==> config.mk <==
export PLATFORM = sky130hd
export DESIGN_NAME = osm_ctrl
export DESIGN_NICKNAME = d
export VERILOG_FILES = /design/src/hw/rtl/obstacle_safety_monitor_unit_defines.svh /design/src/hw/rtl/osm_pkg.sv /design/src/hw/rtl/osm_ctrl.sv
export SDC_FILE = /design/constraint.sdc
export NUM_CORES = 1
export LEC_CHECK = 0
export BUFFER_PORTS_ARGS = -buffer_cell sky130_fd_sc_hd__buf_2
export CAP_MARGIN = 20
export CORE_MARGIN = 3
export CORE_UTILIZATION = 30
export CTS_BUF_LIST = sky130_fd_sc_hd__clkbuf_2
export CTS_CLUSTER_SIZE = 25
export DETAILED_ROUTE_END_ITERATION = 8
export PLACE_DENSITY = 0.55
export SLEW_MARGIN = 30
export SYNTH_ARGS = -nofsm -noshare
export SYNTH_HDL_FRONTEND = slang
export SYNTH_SLANG_ARGS = --single-unit
export TNS_END_PERCENT = 1
==> constraint.sdc <==
create_clock -name i_clk -period 1.9 [get_ports i_clk]
set_input_delay 0.38 -clock i_clk [delete_from_list [all_inputs] [get_ports i_clk]]
set_output_delay 0.38 -clock i_clk [all_outputs]
set_load 0.05 [all_outputs]
==> src/hw/rtl/obstacle_safety_monitor_unit_defines.svh <==
// Assertion macros for the obstacle safety monitor.
`ifndef OBSTACLE_SAFETY_MONITOR_UNIT_DEFINES_SVH
`define OBSTACLE_SAFETY_MONITOR_UNIT_DEFINES_SVH

// same-cycle implication, checked on i_clk, off during reset
`define OSM_ASSERT_IMP(lbl, ante, cons, msg) \
    lbl: assert property (@(posedge i_clk) disable iff (!i_rst_n) (ante) |-> (cons)) \
        else $error(msg);

// next-cycle implication
`define OSM_ASSERT_NXT(lbl, ante, cons, msg) \
    lbl: assert property (@(posedge i_clk) disable iff (!i_rst_n) (ante) |=> (cons)) \
        else $error(msg);

`endif

==> src/hw/rtl/osm_pkg.sv <==
// Types, constants and the sine table builder for the obstacle safety monitor.
package osm_pkg;

    localparam int unsigned CFG_ADDR_W = 3;
    localparam int unsigned CFG_DATA_W = 20;

    localparam logic [CFG_ADDR_W-1:0] CFG_MIN_CONF  = 3'd0;
    localparam logic [CFG_ADDR_W-1:0] CFG_MAX_RANGE = 3'd1;
    localparam logic [CFG_ADDR_W-1:0] CFG_LANE_HALF = 3'd2;
    localparam logic [CFG_ADDR_W-1:0] CFG_REACTION  = 3'd3;
    localparam logic [CFG_ADDR_W-1:0] CFG_MAX_DECEL = 3'd4;

    localparam logic [16:0] CONF_ONE     = 17'd65536;
    localparam logic [4:0]  ROOT_STEPS   = 5'd20;
    // brake test scaled by 1/72: f*a*41472 <= spd*rt*a*45 + spd^2*1600
    localparam logic [15:0] LHS_K        = 16'd41472;
    localparam logic [5:0]  T1_K         = 6'd45;
    localparam logic [10:0] T2_K         = 11'd1600;

    localparam longint unsigned PI_Q30 = 64'd3373259426;
    localparam longint unsigned Term_Div [1:20] = '{
        6, 20, 42, 72, 110, 156, 210, 272, 342, 420,
        506, 600, 702, 812, 930, 1056, 1190, 1332, 1482, 1640};

    typedef struct packed {
        logic [15:0]        det_id;
        logic signed [19:0] forward_dist;
        logic signed [19:0] left_dist;
        logic [16:0]        confidence;
        logic [15:0]        heading;
        logic signed [23:0] rover_x;
        logic signed [23:0] rover_y;
        logic [15:0]        speed;
        logic               frame_last;
    } t_det;

    typedef struct packed {
        logic               accepted;
        logic [15:0]        obstacle_id;
        logic signed [23:0] world_x;
        logic signed [23:0] world_y;
        logic [19:0]        obstacle_range;
        logic               in_brake_zone;
        logic               frame_done;
        logic               nearest_found;
        logic [15:0]        nearest_id;
        logic [19:0]        nearest_range;
        logic               emergency_brake;
    } t_res;

    typedef struct packed {
        logic load;
        logic calc1;
        logic calc2;
        logic root_step;
        logic finish;
    } t_cmd;

    typedef struct packed {
        logic out_free;
    } t_sts;

    // Q15 sine of a quarter-wave index, integer Taylor series in Q30
    function automatic logic [15:0] quarter_sin(input longint unsigned m,
                                                input int unsigned bits);
        longint unsigned x, x2, s, t, r;
        x  = (m * PI_Q30 * 64'd2 + ((64'd1 << bits) >> 1)) >> bits;
        x2 = (x * x) >> 30;
        s  = x;
        t  = x;
        for (int n = 1; n <= 20; n++) begin
            if (t != 0) begin
                t = ((t * x2) >> 30) / Term_Div[n];
                if (n % 2 == 1) s = s - t;
                else            s = s + t;
            end
        end
        r = (s + 64'd16384) >> 15;
        if (r > 64'd32768) r = 64'd32768;
        return r[15:0];
    endfunction

endpackage

==> src/hw/rtl/osm_ctrl.sv <==
// Sequencer for one detection: products, square root steps, result write.
module osm_ctrl (
    input  logic           i_clk,
    input  logic           i_rst_n,
    input  logic           i_det_valid,
    input  osm_pkg::t_sts  i_sts,
    output osm_pkg::t_cmd  o_cmd,
    output logic           o_busy
);
    import osm_pkg::*;

    typedef enum logic [2:0] {S_IDLE, S_CALC1, S_CALC2, S_ROOT, S_DONE} t_state;

    t_state     r_state, n_state;
    logic [4:0] r_cnt, n_cnt;

    always_comb begin
        n_state = r_state;
        n_cnt   = r_cnt;
        o_cmd   = '0;
        case (r_state)
            S_IDLE: begin
                if (i_det_valid) begin
                    o_cmd.load = 1'b1;
                    n_state    = S_CALC1;
                end
            end
            S_CALC1: begin
                o_cmd.calc1 = 1'b1;
                n_state     = S_CALC2;
            end
            S_CALC2: begin
                o_cmd.calc2 = 1'b1;
                n_cnt       = '0;
                n_state     = S_ROOT;
            end
            S_ROOT: begin
                o_cmd.root_step = 1'b1;
                n_cnt           = r_cnt + 5'd1;
                if (r_cnt == ROOT_STEPS - 5'd1) n_state = S_DONE;
            end
            S_DONE: begin
                if (i_sts.out_free) begin
                    o_cmd.finish = 1'b1;
                    n_state      = S_IDLE;
                end
            end
            default: n_state = S_IDLE;
        endcase
    end

    always_ff @(posedge i_clk) begin
        if (!i_rst_n) begin
            r_state <= S_IDLE;
            r_cnt   <= '0;
        end else begin
            r_state <= n_state;
            r_cnt   <= n_cnt;
        end
    end

    assign o_busy = (r_state != S_IDLE);

endmodule

---- Word level (Yosys, flattened, before mapping) ----
Index checks and enable logic that the tools add are counted.
word-level totals
  register bits after elaboration ......... 8
  input bits .............................. 4
operators by class
  add/sub/neg operators ................... 1
  eq/ne operators ......................... 8
  multiplexer cells ....................... 12
  reductions and logical operators ........ 4
operators with widths
  kind                   number
  $pmux W3 S5            1
  $pmux W5 S2            1
  $mux W3                3
  $mux W1                7
  $eq A3 B2 Y1 const B   2
  $ne A2 B2 Y1 const B   3
  $add A5 B1 Y5 const B  1
  $eq A5 B5 Y1 const B   1
  $eq A3 B1 Y1 const B   1
  $eq A3 B3 Y1 const B   1
  $logic_not A3 Y1       1
  $reduce_and A3 Y1      1
  $reduce_bool A3 Y1     1
  $reduce_bool A2 Y1     1

---- Longest topological paths before layout ----
Gate-level depths: netlist (run 1).
  depth in word-level cells ............... 3
  mapped depth ............................ 4
  gate-level depth less buffers ........... 4

---- Least setup slack after synthesis (run 1) ----
Ideal clock, no wire load.
  kind .................................... register -> output
  from .................................... register r_state[0]
  to ...................................... output port o_cmd[4] (netlist bit)
  data arrival time ....................... 1.748 ns
  required time ........................... 1.520 ns
  slack ................................... -0.228 ns
  stages on the path, launching flop included .. 4
  path through ............................ dfxtp_1 -> buf_2 -> or3_2 -> nor2_1
RTL lines
  item                      RTL line        RTL
  start: declaration        osm_ctrl.sv:14  t_state r_state, n_state;
  start signal: assignment  osm_ctrl.sv:57  r_state <= n_state;
  end: declaration          osm_ctrl.sv:7   output osm_pkg::t_cmd o_cmd,

==> results of run 1 <==
-- logic make-up after synthesis --
family	count (synthesis)
adder cells (fa/ha/maj)	1
AO/OA/AOI/OAI	9
buffers and inverters	5
flip-flops	8
AND/OR/NAND/NOR	29
-- critical path, stage by stage (launching register included) --
cell and delay [ps]:
dfxtp_1 380, or3_2 490, nor2_2 90, buf_4 190
-- where the power goes --
group	leakage [nW]	total [mW]	switching, mW	internal [mW]
logic	0.137	0.0919	0.0685	0.0234
registers	0.0650	0.182	0.00824	0.173
clock network	0.0125	0.101	0.0577	0.0430
total	0.214	0.374	0.134	0.240
-- flip-flops by register name, indices dropped and copies added, names as in the netlist --
register  cells
r_state       3
r_cnt         5
-- worst min path at each step --
stage / to / from / cells past startpoint / slack [ps]
2_1_floorplan: r_cnt[1]$_SDFFE_PN0P_ / r_cnt[1]$_SDFFE_PN0P_ / 2 / 450
3_3_place_gp: r_cnt[1]$_SDFFE_PN0P_ / r_cnt[1]$_SDFFE_PN0P_ / 2 / 470
3_5_place_dp: r_cnt[1]$_SDFFE_PN0P_ / r_cnt[1]$_SDFFE_PN0P_ / 2 / 470
4_1_cts: r_state[0]$_SDFFE_PN0P_ / i_det_valid / 3 / 390
5_1_grt: r_state[0]$_SDFFE_PN0P_ / i_det_valid / 3 / 380
6_report: r_state[0]$_SDFFE_PN0P_ / i_det_valid / 3 / 400
-- final cells by class --
type                            instances  area, um^2
Timing Repair Buffer                    9        47.5
Multi-Input combinational cell         39         243
Sequential cell                         8         160
Tap cell                               14        17.5
Clock buffer                            3        15.0
Inverter                                3        11.3
Fill cell                             126         722
-- through the flow --
| step | TNS, ps | std cells |
|---|---|---|
| floorplan | -88.7 | 52 |
| global placement | 0 | 73 |
| detailed placement | 0 | 73 |
| CTS | 0 | 76 |
| global route | 0 | 76 |
| finish | 0 | 76 |
-- cells in the mapped netlist, types with 2 or more instances --
| cell | instances |
|---|---|
| nor2_1 | 4 |
| a21oi_1 | 3 |
| nand3_1 | 4 |
| inv_1 | 3 |
| nand2_1 | 6 |
| nor2b_1 | 2 |
| a31oi_1 | 2 |
| dfxtp_1 | 8 |
-- per-layer routing --
metal  up-vias  track usage  routed length [um]
met2        10        0.186                 416
met3         0       0.0747                  50
met4         0       0.0361                   0
met1       179        0.123                 430
li1        206            -                   -
met5         -            0                   0
==> metrics.md, run 1 <==
| Metric | Value |
|---|---|
| Post-CTS Repair Setup Buffers | `0` |
| WS Path Type | `reg -> out` |
| NumNets Final | `69` |
| Post-detail-place hpwl | `661 um` |
| Post-synthesis mux area share | `0` |
| Root Driver | `clkbuf_2` |
| Placed Area | `477 um^2` |
| Vias/cell | `5.20` |
| Pwr/cell area | `757 mW/mm^2` |
| Dominant cells by area after synthesis | `dfxtp_1, nand2_1, nand3_1` |
| Ratio of cells with drive above 1 in the final layout | `0.306` |
| Syn nets | `57` |
| Crit start category | `register` |
| Async S/R FF share, synth | `0` |
| P&R area growth vs syn | `15.5%` |
| Cells after synthesis | `52` |
| Cts repair resizes | `0` |
| Mapped cell area | `428 um^2` |
| Min Hold Slack | `403 ps` |
| Warnings from Yosys | `0` |
| Post-synth EDFFs | `0` |
| Worst Reg-to-Reg Cells | `3` |
| Antenna violations before repair | `0` |
| Unique cell type count in the Yosys netlist | `28` |
| Total GRT Usage | `0.116` |
| Slew Limit Fails | `0` |
| H-tree depth | `1` |
| Die ar. | `0.00192 mm^2` |
| Residual DRC | `0` |
| Largest net degree at the start of global routing | `11` |
| First-pass GRT wire length | `1610 um` |
| End point of the critical path | `o_cmd[4]` |
| Die H | `43.8 um` |
| Vias | `395` |
| Vias in the first global route | `376` |
| Yosys top cell by area | `dfxtp_1` |
| IO buf count | `9` |
| CP required | `1520 ps` |
| Post-synth top flop | `dfxtp_1` |
| Worst hold-check path type | `in -> reg` |
| Worst EP arrival | `1390 ps` |
| CTS tree | `yes` |
| Crit Path Max Fanout | `8` |
| P_leak | `0.214 nW` |
| Sink Count | `8` |
| Run status | `finished, final reports clean` |
| Worst skew pair latency | `240 ps` |
| Largest family of logic cells by synthesized area | `simple AND/OR/NAND/NOR gates` |
| Compound-gate portion of the synthesized area | `0.140` |
| Tot Pwr | `374 uW` |
| Synth top area share | `0.374` |
| Endpoint type of the worst setup path | `primary output` |
| Routed WL | `897 um` |
| IO Pins | `10` |
| # hold bufs at CTS | `0` |
| Slew @ Worst Pin | `369 ps` |
| Gp weighted congestion | `0.704` |
| Number of inserted diodes | `0` |
| R2r endpoint | `r_cnt[3]$_SDFFE_PN0P_` |
| Rows | `12` |
| Max Fclk | `0.566 GHz` |
| Setup slack, reg-to-reg | `540 ps` |
| Wire per inst | `11.8 um` |
| RSZ-0062 raised after global routing | `false` |
| Deepest clock path buffer count | `2` |
| Skew final | `1.58 ps` |
| Max VDD drop | `0.375 mV` |
| TritonCTS Buffers | `3` |
| Dpl ws | `337 ps` |
| Initial Util | `0.352` |
| Hold Vio Cnt, Final | `0` |
| Minimum clock period after layout | `1770 ps` |
| DIE WIDTH | `43.8 um` |
| Final setup viols | `0` |
| Final cell area excluding filler cells | `494 um^2` |
| Worst setup margin | `133 ps` |
| Reg clk slew, reported paths | `70 ps` |
| Worst reg2reg path startpoint | `r_state[2]$_SDFFE_PN0P_` |
| FF+latch count, synth | `8` |
| Start point of the critical path | `r_state[0]$_SDFFE_PN0P_` |
| Avg Cell Area, Syn | `8.23 um^2` |
| GRT Residual Overflow | `0` |
| Sequential area share after synthesis | `0.374` |
| Synth Area in Simple Gates | `0.392` |
| XOR/XNOR share of the synthesized area | `0` |
| Crit share post-route | `0.930` |
| DRT Pass-1 Iters | `4` |
| Slew headroom | `0.753` |
| Post-route ant nets | `0` |
| Core Util, Final | `0.406` |
| Core area | `0.00122 mm^2` |
| Post-synthesis adder-cell area fraction | `0.0292` |
| Max_cap viols | `0` |
| DRT iter0 DRCs | `4` |
| Most frequent cells in the layout | `buf_2, dfxtp_1, nand2_1, nand3_1` |
(Power assumes the default switching activity.)
==> run 2, diff against run 1 <==
--- a/config.mk
+++ b/config.mk
@@ -5,14 +5,14 @@
 export SDC_FILE = /design/constraint.sdc
 export NUM_CORES = 1
 export LEC_CHECK = 0
-export BUFFER_PORTS_ARGS = -buffer_cell sky130_fd_sc_hd__buf_2
 export CAP_MARGIN = 20
 export CORE_MARGIN = 3
 export CORE_UTILIZATION = 30
 export CTS_BUF_LIST = sky130_fd_sc_hd__clkbuf_2
 export CTS_CLUSTER_SIZE = 25
 export DETAILED_ROUTE_END_ITERATION = 8
-export PLACE_DENSITY = 0.55
+export DONT_BUFFER_PORTS = 1
+export PLACE_DENSITY = 0.49
 export SLEW_MARGIN = 30
 export SYNTH_ARGS = -nofsm -noshare
 export SYNTH_HDL_FRONTEND = slang
==> metrics.md, run 2 (synthesis results as in run 1) <==
| Metric | Value |
|---|---|
| Tot Pwr | `389 uW (+4.0%)` |
| CP max stage cell | `or3_2` |
| RSZ-0062 raised after global routing | `false` |
| Reg clk slew, reported paths | `100 ps (+30 ps)` |
| Dpl ws | `370 ps (+32.6 ps)` |
| P&R area growth vs syn | `16.4%` |
| Worst skew pair latency | `250 ps (about the same)` |
| Crit Path Max Fanout | `6 (-2)` |
| Ratio of cells with drive above 1 in the final layout | `0.276 (-0.0306)` |
| Rows | `12 (unchanged)` |
| Post-route ant nets | `0 (unchanged)` |
| Placed Area | `482 um^2 (+1.0%)` |
| Start point of the critical path | `r_state[1]$_SDFFE_PN0P_` |
| Most frequent cells in the layout | `dfxtp_1, nand2_1, nand3_1, buf_4` |
| Slew headroom | `0.728 (-0.0254)` |
| End point of the critical path | `o_cmd[4]` |
| Total GRT Usage | `0.112 (-0.00408)` |
| Max_cap viols | `0 (unchanged)` |
| NumNets Final | `65 (-5.8%)` |
| Worst path depth | `3 (unchanged)` |
| Core Util, Final | `0.409 (+0.00309)` |
| Number of inserted diodes | `0 (unchanged)` |
| Vias in the first global route | `374 (-0.53%)` |
| Wire per inst | `13.0 um (+10%)` |
| WP buf/inv | `1 (unchanged)` |
| Antenna violations before repair | `0 (unchanged)` |
| Die H | `43.8 um (unchanged)` |
| # hold bufs at CTS | `0 (unchanged)` |
| Final cell area excluding filler cells | `498 um^2 (+0.76%)` |
| Worst Reg-to-Reg Cells | `4 (+1)` |
| Max FFs per register | `5 (unchanged)` |
| Max VDD drop | `0.267 mV (-29%)` |
| Residual DRC | `0 (unchanged)` |
| Post-detail-place hpwl | `723 um (+9.4%)` |
| Worst hold-check path type | `in -> reg` |
| Biggest regs | `r_cnt x5, r_state x3` |
| Worst EP arrival | `1420 ps (+30 ps)` |
| CTS tree | `yes` |
| Worst setup margin | `95.2 ps (-37.7 ps)` |
| Slew Limit Fails | `0 (unchanged)` |
| Core area | `0.00122 mm^2 (unchanged)` |
| Final setup TNS | `0 ps (unchanged)` |
| DRT iter0 DRCs | `18 (+14)` |
| Hold path start | `i_rst_n` |
| Initial Util | `0.352 (unchanged)` |
| Hold Vio Cnt, Final | `0 (unchanged)` |
| Run status | `finished, final reports clean` |
| Commonest non-fill, non-tap cell in the layout | `dfxtp_1` |
| Routed WL | `939 um (+4.7%)` |
| WHS Path Cells | `2 (-1)` |
| Die ar. | `0.00192 mm^2 (unchanged)` |
| DRT Pass-1 Iters | `4 (unchanged)` |
| Crit-path leading delay family | `simple AND/OR/NAND/NOR gates` |
| IO buf count | `0 (-9)` |
| Fill cells | `132 (+4.8%)` |
| Gp weighted congestion | `0.740 (+5.1%)` |
| TritonCTS Buffers | `3 (unchanged)` |
| Multi-input logic area | `243 um^2 (unchanged)` |
| IO Pins | `10 (unchanged)` |
| Endpoint type of the worst setup path | `primary output` |
| Slew @ Worst Pin | `407 ps (+38.1 ps)` |
| Pwr/cell area | `782 mW/mm^2 (+3.3%)` |
| R2r endpoint | `r_state[2]$_SDFFE_PN0P_` |
| Setup slack, reg-to-reg | `520 ps (-20 ps)` |
| Largest net degree at the start of global routing | `11 (unchanged)` |
| Largest stage delay, worst path | `510 ps (+20 ps)` |
| Vias/cell | `5.47 (+5.3%)` |
| WS Path Type | `reg -> out` |
| Worst-path cell chain | `or3_2, nor2_2, buf_12` |
| Cts repair resizes | `0 (unchanged)` |
| Largest Register | `r_cnt` |
| Crit start category | `register` |
| Worst reg2reg path startpoint | `r_cnt[0]$_SDFFE_PN0P_` |
| GRT Residual Overflow | `0 (unchanged)` |
| Deepest clock path buffer count | `2 (unchanged)` |
| P_leak | `0.202 nW (-5.7%)` |
| Final setup viols | `0 (unchanged)` |
| Crit share post-route | `0.950 (+0.0199)` |
| Sink Count | `8 (unchanged)` |
| DIE WIDTH | `43.8 um (unchanged)` |
| Root Driver | `clkbuf_2` |
| H-tree depth | `1 (unchanged)` |
| Max Fclk | `0.554 GHz (-2.1%)` |
| CP required | `1520 ps (about the same)` |
| First-pass GRT wire length | `1540 um (-4.7%)` |
| Post-CTS Repair Setup Buffers | `0 (unchanged)` |
| Reg area | `161 um^2 (+0.78%)` |
| Vias | `394 (-0.25%)` |
| Skew final | `24.1 ps (+22.5 ps)` |
| Minimum clock period after layout | `1800 ps (+37.7 ps)` |
-- run 2: cell types whose count changed in the layout (fill, tap and decap cells not counted) --
cell and change:
buf_12 +1, buf_4 +3, buf_2 -8, dfxtp_2 +1, dfxtp_1 -1
-- run 2: per-stage QoR --
step                      cells  hold WS (ps)
after floorplan              52           449
after global placement       69           463
after detailed placement     69           472
after CTS                    72           255
after global routing         72           263
final                        72           262
-- run 2: cell type report --
class / count / share of cell area
clock buffers: 3 / 0.0302
inverters: 3 / 0.0226
multi-input cells: 39 / 0.487
flip-flops and latches: 8 / 0.324
well taps: 14 / 0.0352
repair buffers: 5 / 0.101
-- run 2: routing by layer --
| layer | part of all wire | global-route usage | up-vias |
|---|---|---|---|
| met4 | 0.012 | 0.0723 | 0 |
| met5 | 0 | 0 | - |
| met3 | 0.059 | 0.0539 | 2 |
| met1 | 0.48 | 0.131 | 186 |
| met2 | 0.45 | 0.160 | 7 |
| li1 | - | - | 199 |
-- run 2: report_power, final --
part	internal [mW]	switching (mW)	leakage, nW	total, mW
Clock	0.0430	0.0625	0.0125	0.106
Combinational	0.0322	0.0690	0.124	0.101
Sequential	0.174	0.00855	0.0653	0.183
Total	0.249	0.140	0.202	0.389
-- run 2: worst min path at each step --
stage	to	slack, ps
detailed placement	r_cnt[1]$_SDFFE_PN0P_	470
floorplan	r_cnt[1]$_SDFFE_PN0P_	450
global route	r_state[1]$_SDFFE_PN0P_	260
CTS	r_state[1]$_SDFFE_PN0P_	250
finish	r_state[1]$_SDFFE_PN0P_	260
global placement	r_cnt[1]$_SDFFE_PN0P_	460
